===== src/sv/kda_pkg.sv =====
package kda_pkg;

  localparam int unsigned CFG_IDX_W  = 2;
  localparam int unsigned CFG_DATA_W = 16;
  localparam int unsigned MS_W       = 16;

  localparam logic [CFG_IDX_W-1:0] CFG_DEBOUNCE  = 2'd0;
  localparam logic [CFG_IDX_W-1:0] CFG_HOLD      = 2'd1;
  localparam logic [CFG_IDX_W-1:0] CFG_REPEAT    = 2'd2;
  localparam logic [CFG_IDX_W-1:0] CFG_REPEAT_EN = 2'd3;

  localparam logic [MS_W-1:0] DEBOUNCE_RST = 16'd50;
  localparam logic [MS_W-1:0] HOLD_RST     = 16'd1000;
  localparam logic [MS_W-1:0] REPEAT_RST   = 16'd200;

  localparam logic [1:0] PH_IDLE = 2'd0;
  localparam logic [1:0] PH_WAIT = 2'd1;
  localparam logic [1:0] PH_HELD = 2'd2;

  typedef struct packed {
    logic [MS_W-1:0] debounce_ms;
    logic [MS_W-1:0] hold_ms;
    logic [MS_W-1:0] repeat_ms;
    logic            repeat_enable;
  } cfg_t;

  typedef struct packed {
    logic [1:0] phase;
    logic       held_nz;
  } status_t;

endpackage


===== src/sv/key_debounce_autorepeat_core.sv =====
// Key debouncer with hold detection and optional auto-repeat. Each poll
// (raw key code plus millisecond timestamp) yields exactly one key_event,
// zero when nothing is reported. A poll enters an input register, the
// debounce state is updated by a single pass of compare logic once the
// output register can accept it, and the event is captured in that register;
// one poll is accepted every clock cycle unless the output side stalls.
// Configuration is written through a plain write port and should only
// change while no poll is in flight.
module key_debounce_autorepeat_core #(
  parameter int unsigned KEY_WIDTH  = 8,
  parameter int unsigned TIME_WIDTH = 32
) (
  input  logic                           clk_i,
  input  logic                           rst_ni,
  input  logic                           in_valid_i,
  output logic                           in_ready_o,
  input  logic [KEY_WIDTH-1:0]           raw_key_i,
  input  logic [TIME_WIDTH-1:0]          now_ms_i,
  output logic                           out_valid_o,
  input  logic                           out_ready_i,
  output logic [KEY_WIDTH-1:0]           key_event_o,
  input  logic                           cfg_we_i,
  input  logic [kda_pkg::CFG_IDX_W-1:0]  cfg_idx_i,
  input  logic [kda_pkg::CFG_DATA_W-1:0] cfg_wdata_i
);

  kda_pkg::cfg_t    cfg;
  kda_pkg::status_t status;

  logic                  in_vld_q;
  logic [KEY_WIDTH-1:0]  in_key_q;
  logic [TIME_WIDTH-1:0] in_now_q;
  logic                  out_vld_q;
  logic [KEY_WIDTH-1:0]  out_key_q;
  logic [KEY_WIDTH-1:0]  event_d;
  logic                  advance, fire;

  assign advance    = !out_vld_q || out_ready_i;
  assign fire       = in_vld_q && advance;
  assign in_ready_o = !in_vld_q || advance;

  kda_cfg u_cfg (
    .clk_i       (clk_i),
    .rst_ni      (rst_ni),
    .cfg_we_i    (cfg_we_i),
    .cfg_idx_i   (cfg_idx_i),
    .cfg_wdata_i (cfg_wdata_i),
    .cfg_o       (cfg)
  );

  kda_fsm #(
    .KEY_WIDTH  (KEY_WIDTH),
    .TIME_WIDTH (TIME_WIDTH)
  ) u_fsm (
    .clk_i    (clk_i),
    .rst_ni   (rst_ni),
    .fire_i   (fire),
    .key_i    (in_key_q),
    .now_i    (in_now_q),
    .cfg_i    (cfg),
    .event_o  (event_d),
    .status_o (status)
  );

  always_ff @(posedge clk_i or negedge rst_ni) begin
    if (!rst_ni) begin
      in_vld_q  <= 1'b0;
      out_vld_q <= 1'b0;
    end else begin
      if (in_ready_o) begin
        in_vld_q <= in_valid_i;
      end
      if (advance) begin
        out_vld_q <= in_vld_q;
      end
    end
  end

  always_ff @(posedge clk_i) begin
    if (in_valid_i && in_ready_o) begin
      in_key_q <= raw_key_i;
      in_now_q <= now_ms_i;
    end
    if (fire) begin
      out_key_q <= event_d;
    end
  end

  assign out_valid_o = out_vld_q;
  assign key_event_o = out_key_q;

  // A latched key is non-zero exactly when the debouncer is out of idle
  assert property (@(posedge clk_i) disable iff (!rst_ni)
    (status.phase == kda_pkg::PH_IDLE) == !status.held_nz)
    else $error("held key does not match debounce phase");

  // Every processed poll produces an event in the output register
  assert property (@(posedge clk_i) disable iff (!rst_ni)
    fire |=> out_vld_q)
    else $error("processed poll lost its event");

  // A stalled output must not let the state advance
  assert property (@(posedge clk_i) disable iff (!rst_ni)
    (out_vld_q && !out_ready_i) |=> $stable(status) && $stable(out_key_q))
    else $error("state advanced while output stalled");

  // A stored poll is never overwritten before it is processed
  assert property (@(posedge clk_i) disable iff (!rst_ni)
    (in_vld_q && !advance) |=> in_vld_q && $stable(in_key_q) && $stable(in_now_q))
    else $error("pending poll overwritten");

endmodule


===== src/sv/kda_cfg.sv =====
module kda_cfg (
  input  logic                            clk_i,
  input  logic                            rst_ni,
  input  logic                            cfg_we_i,
  input  logic [kda_pkg::CFG_IDX_W-1:0]   cfg_idx_i,
  input  logic [kda_pkg::CFG_DATA_W-1:0]  cfg_wdata_i,
  output kda_pkg::cfg_t                   cfg_o
);

  kda_pkg::cfg_t cfg_q;

  always_ff @(posedge clk_i or negedge rst_ni) begin
    if (!rst_ni) begin
      cfg_q.debounce_ms   <= kda_pkg::DEBOUNCE_RST;
      cfg_q.hold_ms       <= kda_pkg::HOLD_RST;
      cfg_q.repeat_ms     <= kda_pkg::REPEAT_RST;
      cfg_q.repeat_enable <= 1'b0;
    end else if (cfg_we_i) begin
      unique case (cfg_idx_i)
        kda_pkg::CFG_DEBOUNCE:  cfg_q.debounce_ms   <= cfg_wdata_i;
        kda_pkg::CFG_HOLD:      cfg_q.hold_ms       <= cfg_wdata_i;
        kda_pkg::CFG_REPEAT:    cfg_q.repeat_ms     <= cfg_wdata_i;
        kda_pkg::CFG_REPEAT_EN: cfg_q.repeat_enable <= cfg_wdata_i[0];
        default: ;
      endcase
    end
  end

  assign cfg_o = cfg_q;

endmodule


===== src/sv/kda_fsm.sv =====
module kda_fsm #(
  parameter int unsigned KEY_WIDTH  = 8,
  parameter int unsigned TIME_WIDTH = 32
) (
  input  logic                  clk_i,
  input  logic                  rst_ni,
  input  logic                  fire_i,
  input  logic [KEY_WIDTH-1:0]  key_i,
  input  logic [TIME_WIDTH-1:0] now_i,
  input  kda_pkg::cfg_t         cfg_i,
  output logic [KEY_WIDTH-1:0]  event_o,
  output kda_pkg::status_t      status_o
);

  logic [1:0]            phase_q, phase_d;
  logic [KEY_WIDTH-1:0]  held_key_q, held_key_d;
  logic [TIME_WIDTH-1:0] press_time_q, press_time_d;
  logic [TIME_WIDTH-1:0] repeat_time_q, repeat_time_d;
  logic                  repeat_sent_q, repeat_sent_d;

  logic [TIME_WIDTH-1:0] el_press, el_repeat;
  logic                  debounce_done, hold_done, repeat_done, same_key;

  // Differences wrap modulo 2^TIME_WIDTH
  assign el_press      = now_i - press_time_q;
  assign el_repeat     = now_i - repeat_time_q;
  assign debounce_done = el_press >= TIME_WIDTH'(cfg_i.debounce_ms);
  assign hold_done     = el_press >= TIME_WIDTH'(cfg_i.hold_ms);
  assign repeat_done   = el_repeat > TIME_WIDTH'(cfg_i.repeat_ms);
  assign same_key      = key_i == held_key_q;

  always_comb begin
    phase_d       = phase_q;
    held_key_d    = held_key_q;
    press_time_d  = press_time_q;
    repeat_time_d = repeat_time_q;
    repeat_sent_d = repeat_sent_q;
    event_o       = '0;
    unique case (phase_q)
      kda_pkg::PH_IDLE: begin
        if (key_i != '0) begin
          phase_d      = kda_pkg::PH_WAIT;
          held_key_d   = key_i;
          press_time_d = now_i;
        end
      end
      kda_pkg::PH_WAIT: begin
        if (debounce_done) begin
          if (!same_key) begin
            phase_d    = kda_pkg::PH_IDLE;
            held_key_d = '0;
          end else begin
            phase_d = kda_pkg::PH_HELD;
            event_o = key_i;
          end
        end
      end
      kda_pkg::PH_HELD: begin
        if (!same_key) begin
          phase_d    = kda_pkg::PH_IDLE;
          held_key_d = '0;
        end else if (cfg_i.repeat_enable && hold_done) begin
          if (!repeat_sent_q) begin
            repeat_sent_d = 1'b1;
            repeat_time_d = now_i;
            event_o       = key_i;
          end else if (repeat_done) begin
            repeat_sent_d = 1'b0;
          end
        end
      end
      default: begin
        phase_d    = kda_pkg::PH_IDLE;
        held_key_d = '0;
      end
    endcase
  end

  always_ff @(posedge clk_i or negedge rst_ni) begin
    if (!rst_ni) begin
      phase_q       <= kda_pkg::PH_IDLE;
      held_key_q    <= '0;
      press_time_q  <= '0;
      repeat_time_q <= '0;
      repeat_sent_q <= 1'b0;
    end else if (fire_i) begin
      phase_q       <= phase_d;
      held_key_q    <= held_key_d;
      press_time_q  <= press_time_d;
      repeat_time_q <= repeat_time_d;
      repeat_sent_q <= repeat_sent_d;
    end
  end

  assign status_o.phase   = phase_q;
  assign status_o.held_nz = held_key_q != '0;

endmodule

===== config.mk =====
export PLATFORM = sky130hd
export DESIGN_NAME = key_debounce_autorepeat_core
export DESIGN_NICKNAME = d
export VERILOG_FILES = /design/src/sv/kda_pkg.sv /design/src/sv/key_debounce_autorepeat_core.sv /design/src/sv/kda_cfg.sv /design/src/sv/kda_fsm.sv
export SDC_FILE = /design/constraint.sdc
export NUM_CORES = 1
export LEC_CHECK = 0
export ABC_CLOCK_PERIOD_IN_PS = 4300
export BUFFER_PORTS_ARGS = -buffer_cell sky130_fd_sc_hd__buf_2
export CAP_MARGIN = 10
export CORE_ASPECT_RATIO = 1.25
export CORE_MARGIN = 2
export CORE_UTILIZATION = 56
export CTS_CLUSTER_SIZE = 25
export DETAILED_ROUTE_END_ITERATION = 7
export GPL_TIMING_DRIVEN = 0
export PLACE_DENSITY = 0.77
export SKIP_LAST_GASP = 1
export SLEW_MARGIN = 40
export SYNTH_ARGS = -nofsm -noshare
export SYNTH_HDL_FRONTEND = slang
export SYNTH_SLANG_ARGS = --single-unit

===== constraint.sdc =====
create_clock -name clk_i -period 4.3 [get_ports clk_i]
set_input_delay 0.215 -clock clk_i [delete_from_list [all_inputs] [get_ports clk_i]]
set_output_delay 0.215 -clock clk_i [all_outputs]
set_load 0.1 [all_outputs]

# After elaboration in Yosys (flattened, before gate mapping)
# Cells that the tools add are included.
[word_totals] regBits=174 in_bits=63 output_inout_bits=10 wordCells=65
[op_classes] n_addsub=2 magnitude_cmp=3 n_eq_ne=9 mux=17 bitwise_logic=1 n_reduce_logical=19
[op_table] cell="32-bit by 16-bit greater-or-equal comparator with 1-bit output" count=2
[op_table] cell="8-bit 2-to-1 mux" count=8
[op_table] cell="32-bit subtractor" count=2
[op_table] cell="32-bit by 16-bit greater-than comparator with 1-bit output" count=1
[op_table] cell="8-bit case mux with 3 select lines" count=1
[op_table] cell="8-bit case mux with 2 select lines" count=1
[op_table] cell="8-bit == test" count=1
[op_table] cell="2-bit 2-to-1 mux" count=4
[op_table] cell="2-bit AND reduction" count=4
[op_table] cell="4-bit AND reduction" count=2
[op_table] cell="8-bit nonzero test" count=1
[op_table] cell="2-bit == test, second input constant" count=3
[op_table] cell="2-bit case mux with 3 select lines" count=1
[op_table] cell="3-bit AND reduction" count=2
[op_table] cell="5-bit AND reduction" count=1
[op_table] cell="2-bit by 1-bit == test with 1-bit output, second input constant" count=2
[op_table] cell="2-bit zero test" count=2
[op_table] cell="2-bit by 1-bit != test with 1-bit output, second input constant" count=2
[op_table] cell="1-bit logical AND" count=3
[op_table] cell="1-bit zero test" count=2
[op_table] cell="1-bit logical OR" count=2
[op_table] cell="1-bit 2-to-1 mux" count=2
[op_table] cell="2-bit != test, second input constant" count=1
[op_table] cell="1-bit NOT" count=1

# Longest topological paths before layout
[depth] word_depth=6 depth_mapped=21 depth_no_buf=21

# Cells and area by module
# Synthesis repeated with hierarchy kept, for this count alone.
[unflattened] cells_unflattened=1207 area_unflattened_um2=11905.2
[modules_own_cells] module="kda_fsm" n_inst=1 cells_per_inst=1046 area_each_um2=8488.1 seq_area_each_um2=1876.8
[modules_own_cells] module="kda_cfg" n_inst=1 cells_per_inst=105 area_each_um2=1871.8 seq_area_each_um2=1241.2
[modules_own_cells] module="key_debounce_autorepeat_core" n_inst=1 cells_per_inst=56 area_each_um2=1545.2 seq_area_each_um2=1491.4

# Worst setup path before layout
# Ideal clock, no wire load.
[synth_timing] path_kind="reg-to-reg" startpoint="register in_now_q[0]" endpoint="register u_fsm.repeat_sent_q" setup_time_ns=0.079 t_arrival_ns=4.559 t_required_ns=4.221 setup_slack_ns=-0.339 path_stages_with_launch=21 path_buffers=0 period_less_slack_ns=4.639 path_cell_list="edfxtp_1 -> inv_1 -> ha_1 -> inv_1 -> fa_1 -> a211oi_1 -> o21ai_0 -> nand4_1 -> nand2_1 -> xor2_1 -> ha_1 -> a21oi_1 -> nand2_1 -> a221o_1 -> a211o_1 -> a211oi_1 -> or4b_1 -> or4b_1 -> nor4_1 -> and4_1 -> a2bb2oi_1"
[synth_via] elab_chain_cells=4 word_cells_on_any_way=8 classes_between="2 x add/sub; 2 x order compare; 2 x mux; 2 x reduce/logical"
[synth_lines] item="from (decl)" line_no="key_debounce_autorepeat_core.sv:32" text="logic [TIME_WIDTH-1:0] in_now_q;"
[synth_lines] item="from (signal assigned)" line_no="key_debounce_autorepeat_core.sv:82" text="in_now_q <= now_ms_i;"
[synth_lines] item="32-bit subtractor, on equally long branches" line_no="kda_fsm.sv:26, kda_fsm.sv:25"
[synth_lines] item="32-bit by 16-bit greater-than comparator with 1-bit output or 32-bit by 16-bit greater-or-equal comparator with 1-bit output (tied branches)" line_no="kda_fsm.sv:29, kda_fsm.sv:28"
[synth_lines] item="1-bit 2-to-1 mux or 1-bit logical AND (tied branches)" line_no="kda_fsm.sv:67, kda_fsm.sv:62"
[synth_lines] item="1-bit 2-to-1 mux or 4-bit AND reduction (tied branches)"
[synth_lines] item="to (signal assigned)" line_no="kda_fsm.sv:91" text="repeat_sent_q <= repeat_sent_d;"
[synth_lines] item="to (decl)" line_no="kda_fsm.sv:19" text="logic repeat_sent_q, repeat_sent_d;"
# Several ways; a longest one is shown, not always the timed one.
# A chain may end at the register's enable or synchronous reset.

# Final worst setup path
# Same ends and word-level chain as after synthesis.

==> impl_metrics.env <==
export IMPL_internal_power_mw=4.66
export IMPL_switchingPower_mw=3.41
export IMPL_synth_area_top_cells="dfrtp_1 (24%), edfxtp_1 (12%), ha_1 (12%)"
export IMPL_drt_pass1_iterations=5
export IMPL_end_kind="flip-flop"
export IMPL_core_sq_um=20700
export IMPL_port_buffers=72
export IMPL_ys_warnings_count=0
export IMPL_worst_r2r_path_depth=20
export IMPL_tns_ps=-989
export IMPL_r2r_start="in_now_q[0]"
export IMPL_routabilityCongestion=0.952
export IMPL_swShare_pct=42.2
export IMPL_synth_edf_count=48
export IMPL_irDropWorstVdd_mv=0.397
export IMPL_synth_avg_cell_area_sq_um=9.96
export IMPL_fillers=1527
export IMPL_whs_path_depth=3
export IMPL_cts_sinks=174
export IMPL_h_tree_depth=4
export IMPL_yosys_area_top_type="dfrtp_1"
export IMPL_finClkSkew_ps=16.4
export IMPL_worstPathRequired_ps=4660
export IMPL_cellPowerDensity_nw_per_um2=571
export IMPL_worst_path_buf_inv=2
export IMPL_slowest_delay_ps=490
export IMPL_r2r_slack_ps=-990
export IMPL_drc_errors=0
export IMPL_track_usage_pct=26.6
export IMPL_holdPathEnd="u_cfg.cfg_o[38]"
export IMPL_floorplan_die_area_sq_um=22300
export IMPL_path_delay_family="compound AO/OA/AOI/OAI gates"
export IMPL_place_hpwl_mm=20.6
export IMPL_hold_viol_final=0
export IMPL_ys_ff_latch=174
export IMPL_drt_iter0_drc=671
export IMPL_cts_tree="done"
export IMPL_drtAntennaViolNets=0
export IMPL_period_share_pct=123
export IMPL_hp_start="cfg_wdata_i[5]"
export IMPL_synth_area_sq_um=11800
export IMPL_drv_cap=0
export IMPL_r2r_end="u_fsm.repeat_sent_q"
export IMPL_tightest_slew_ps=786
export IMPL_rsz0062_at_grt="yes"
export IMPL_critical_path_class="flip-flop to flip-flop"
export IMPL_violations="setup timing"
export IMPL_clockBufferDepth=2
export IMPL_p_leak_nw=6.24
export IMPL_setup_violations=1
export IMPL_path_max_fanout=3
export IMPL_grt_pass1_vias=9450
export IMPL_wire_per_inst_microns=17.9
export IMPL_start_util_pct=57.0
export IMPL_timing_fmax_mhz=189
export IMPL_synth_ff_type="dfrtp_1"
export IMPL_p_comb_share_pct=53.2
export IMPL_antenna_found_initial=0
export IMPL_slew_viol_final=0
export IMPL_wl_mm=29.3
export IMPL_synth_top_area_share_pct=24.1
export IMPL_grt_pass1_wl_mm=47.3
export IMPL_p_seq_share_pct=27.3
export IMPL_cp_start_kind="flip-flop"
export IMPL_slew_headroom_pct=47.6
export IMPL_async_reset_ff_share_pct=72.4
export IMPL_nNetsFinal=1523
export IMPL_path_clk_slew_ps=80
export IMPL_min_period_ps=5290
export IMPL_hp_class="primary input to flip-flop"
export IMPL_status="finished, violations left"
export IMPL_dr_total_vias=9400
export IMPL_synth_seq_area_share_pct=39.0
export IMPL_drive_gt1_share_pct=23.2
export IMPL_grt_max_degree=65
export IMPL_fp_dieW_microns=134
export IMPL_core_rowCount=59
export IMPL_diodes=0
export IMPL_p_total_mw=8.07
export IMPL_grt_ovfl_total=0
export IMPL_ios=73
export IMPL_arrival_ps=5650
export IMPL_yosys_cell_types_count=75
export IMPL_cts_buffers=17
export IMPL_syn_nets=1366
export IMPL_synth_cells=1188
export IMPL_setup_ws_ps=-989
export IMPL_clock_latency_ps=450
export IMPL_cp_cell_sequence="inv_2, ha_1, inv_1, fa_2, a211oi_2, o211ai_1, a221o_1, a21oi_2, xnor2_1, ha_1, nand4_1, nor2_1, a221o_1, a211o_1, a211oi_2, or4b_1, or4b_1, nor4_2, and4_4, a2bb2oi_1"
export IMPL_dieHeight_microns=166
export IMPL_cts_root_buf="clkbuf_16"
export IMPL_slowest_stage="or4b_1"
export IMPL_syn2layout_area_growth_pct=19.6
export IMPL_clkPwrFrac_pct=19.5
export IMPL_viasPerCell=5.76
worst reg2reg max path, delay by kind of cell (launching register included):
family	cells	cell delay (ps)
AND/OR/NAND/NOR	6	1690
AO/OA/AOI/OAI	8	2020
flip-flops	1	400
adder cells (fa/ha/maj)	3	790
buffers and inverters	2	140
XOR/XNOR	1	150
worst max-delay path by stage:
stage	start	endpoint	cells past startpoint
6_report	in_now_q[0]	u_fsm.repeat_sent_q	20
3_3_place_gp	in_now_q[3]	u_fsm.repeat_sent_q	19
4_1_cts	in_now_q[0]	u_fsm.repeat_sent_q	20
5_1_grt	in_now_q[0]	u_fsm.repeat_sent_q	20
3_5_place_dp	in_now_q[3]	u_fsm.repeat_sent_q	19
2_1_floorplan	in_now_q[0]	u_fsm.repeat_sent_q	20
cell usage after synthesis, types with 3 or more instances:
master and instances:
inv_1 141, dfrtp_1 114, ha_1 113, a21oi_1 95, nand2_1 94, o21ai_0 68, mux2_2 67, edfxtp_1 48
nor2_1 42, xnor2_1 30, mux2_4 29, a21o_1 24, nand2b_1 22, clkbuf_1 17, nand4_1 17, mux2i_1 16
o211ai_1 16, xor2_1 16, a31oi_1 14, nand3_1 14, nor3_1 14, and2_1 13, dfstp_2 12, o21a_1 12
a211oi_1 11, and3_1 9, nor2b_1 9, or3_1 9, nor4_1 8, o2111ai_1 7, a211o_1 6, buf_6 5
nand3b_1 5, a21boi_0 4, o311ai_0 4, o31ai_1 4, a221o_1 3, buf_12 3, o211a_1 3, o21bai_1 3
o22ai_1 3
per-stage QoR:
step                      utilization [%]  instances  worst slack (ps)  hold slack (ps)  cell area (sq um)
after floorplan                         -       1188              -211            -80.6              11900
after global placement               60.8       1534             -1040              391              12600
after detailed placement             61.2       1536             -1070              193              12700
after CTS                            67.2       1624              -895             4.73              13900
after global routing                 68.2       1632             -1190             7.92              14100
final                                68.2       1632              -989             9.03              14100
flip-flops by register name, summed over array words and instances, names as in the netlist:
signal               cells
u_cfg.cfg_o             49
in_key_q                 8
in_vld_q                 1
u_fsm.repeat_sent_q      1
u_fsm.repeat_time_q     32
u_fsm.held_key_q         8
in_now_q                32
key_event_o              8
u_fsm.phase_q            2
out_valid_o              1
u_fsm.press_time_q      32
power groups by stage:
stage                     clock network, mW  registers [mW]  logic [mW]
after floorplan                           0            2.22        2.75
after global placement                    0            2.21        3.59
after detailed placement                  0            2.23        3.71
after CTS                              1.59            2.20        4.03
after global routing                   1.67            2.24        4.75
final                                  1.57            2.20        4.30
cell usage in the layout (no fill, tap or decap), types with 6 or more instances in the layout:
master / Yosys / final
and2_1: 13 / 12
inv_1: 141 / 140
dfstp_2: 12 / 12
nor3_1: 14 / 14
a21oi_1: 95 / 86
a211oi_1: 11 / 7
edfxtp_1: 48 / 48
nor2b_1: 9 / 8
xnor2_1: 30 / 27
ha_1: 113 / 104
buf_6: 5 / 7
mux2_2: 67 / 67
xor2_1: 16 / 15
and3_1: 9 / 9
o211ai_1: 16 / 16
a21oi_2: 2 / 9
buf_2: 2 / 73
o21ai_0: 68 / 62
dfrtp_1: 114 / 114
ha_4: 0 / 6
or3_1: 9 / 9
buf_4: 1 / 20
nand3_1: 14 / 14
clkbuf_16: 0 / 18
mux2_4: 29 / 29
a31oi_1: 14 / 11
nand2_1: 94 / 93
o21a_1: 12 / 12
nor2_1: 42 / 39
a211o_1: 6 / 6
mux2i_1: 16 / 16
nand2b_1: 22 / 21
dlygate4sd3_1: 0 / 42
clkbuf_1: 17 / 17
nand4_1: 17 / 17
o2111ai_1: 7 / 6
a21o_1: 24 / 24
what timing repair did:
action                                 4_1_cts  5_1_grt
setup endpoints to repair                   51       50
resized for setup                           28       23
buffers inserted                            14        7
cloned                                       0        1
pin swaps                                   16       14
endpoints found under the hold margin      100        0
hold buffers                                42        0
layout make-up:
class / instances / area, sq um / share of cell area, %
multi-input cells: 843 / 6810 / 48.1
flip-flops and latches: 174 / 4610 / 32.6
repair buffers: 138 / 1040 / 7.32
inverters: 141 / 529 / 3.74
clock buffers: 17 / 425 / 3.01
well taps: 274 / 343 / 2.42
plain buffers: 30 / 215 / 1.52
clock inverters: 15 / 176 / 1.25
metal layers:
metal  up-vias  part of all wire [%]  track usage (%)  routed length [microns]
li1       4585                     -                -                        -
met1      4485                    43             34.4                    12600
met2       270                    50             45.3                    14500
met3        60                   4.2             3.84                     1230
met4         0                   3.2             10.0                      931
met5         -                     0                0                        0
cells by family after synthesis:
logic type | count (synthesis) | synth area share (%)
AO/OA/AOI/OAI | 303 | 16.4
AND/OR/NAND/NOR | 267 | 11.2
flip-flops | 174 | 39.0
buffers and inverters | 171 | 6.29
adder cells (fa/ha/maj) | 115 | 12.3
multiplexers | 112 | 11.4
XOR/XNOR | 46 | 3.41
No activity file was read; power rests on OpenSTA's default activity.
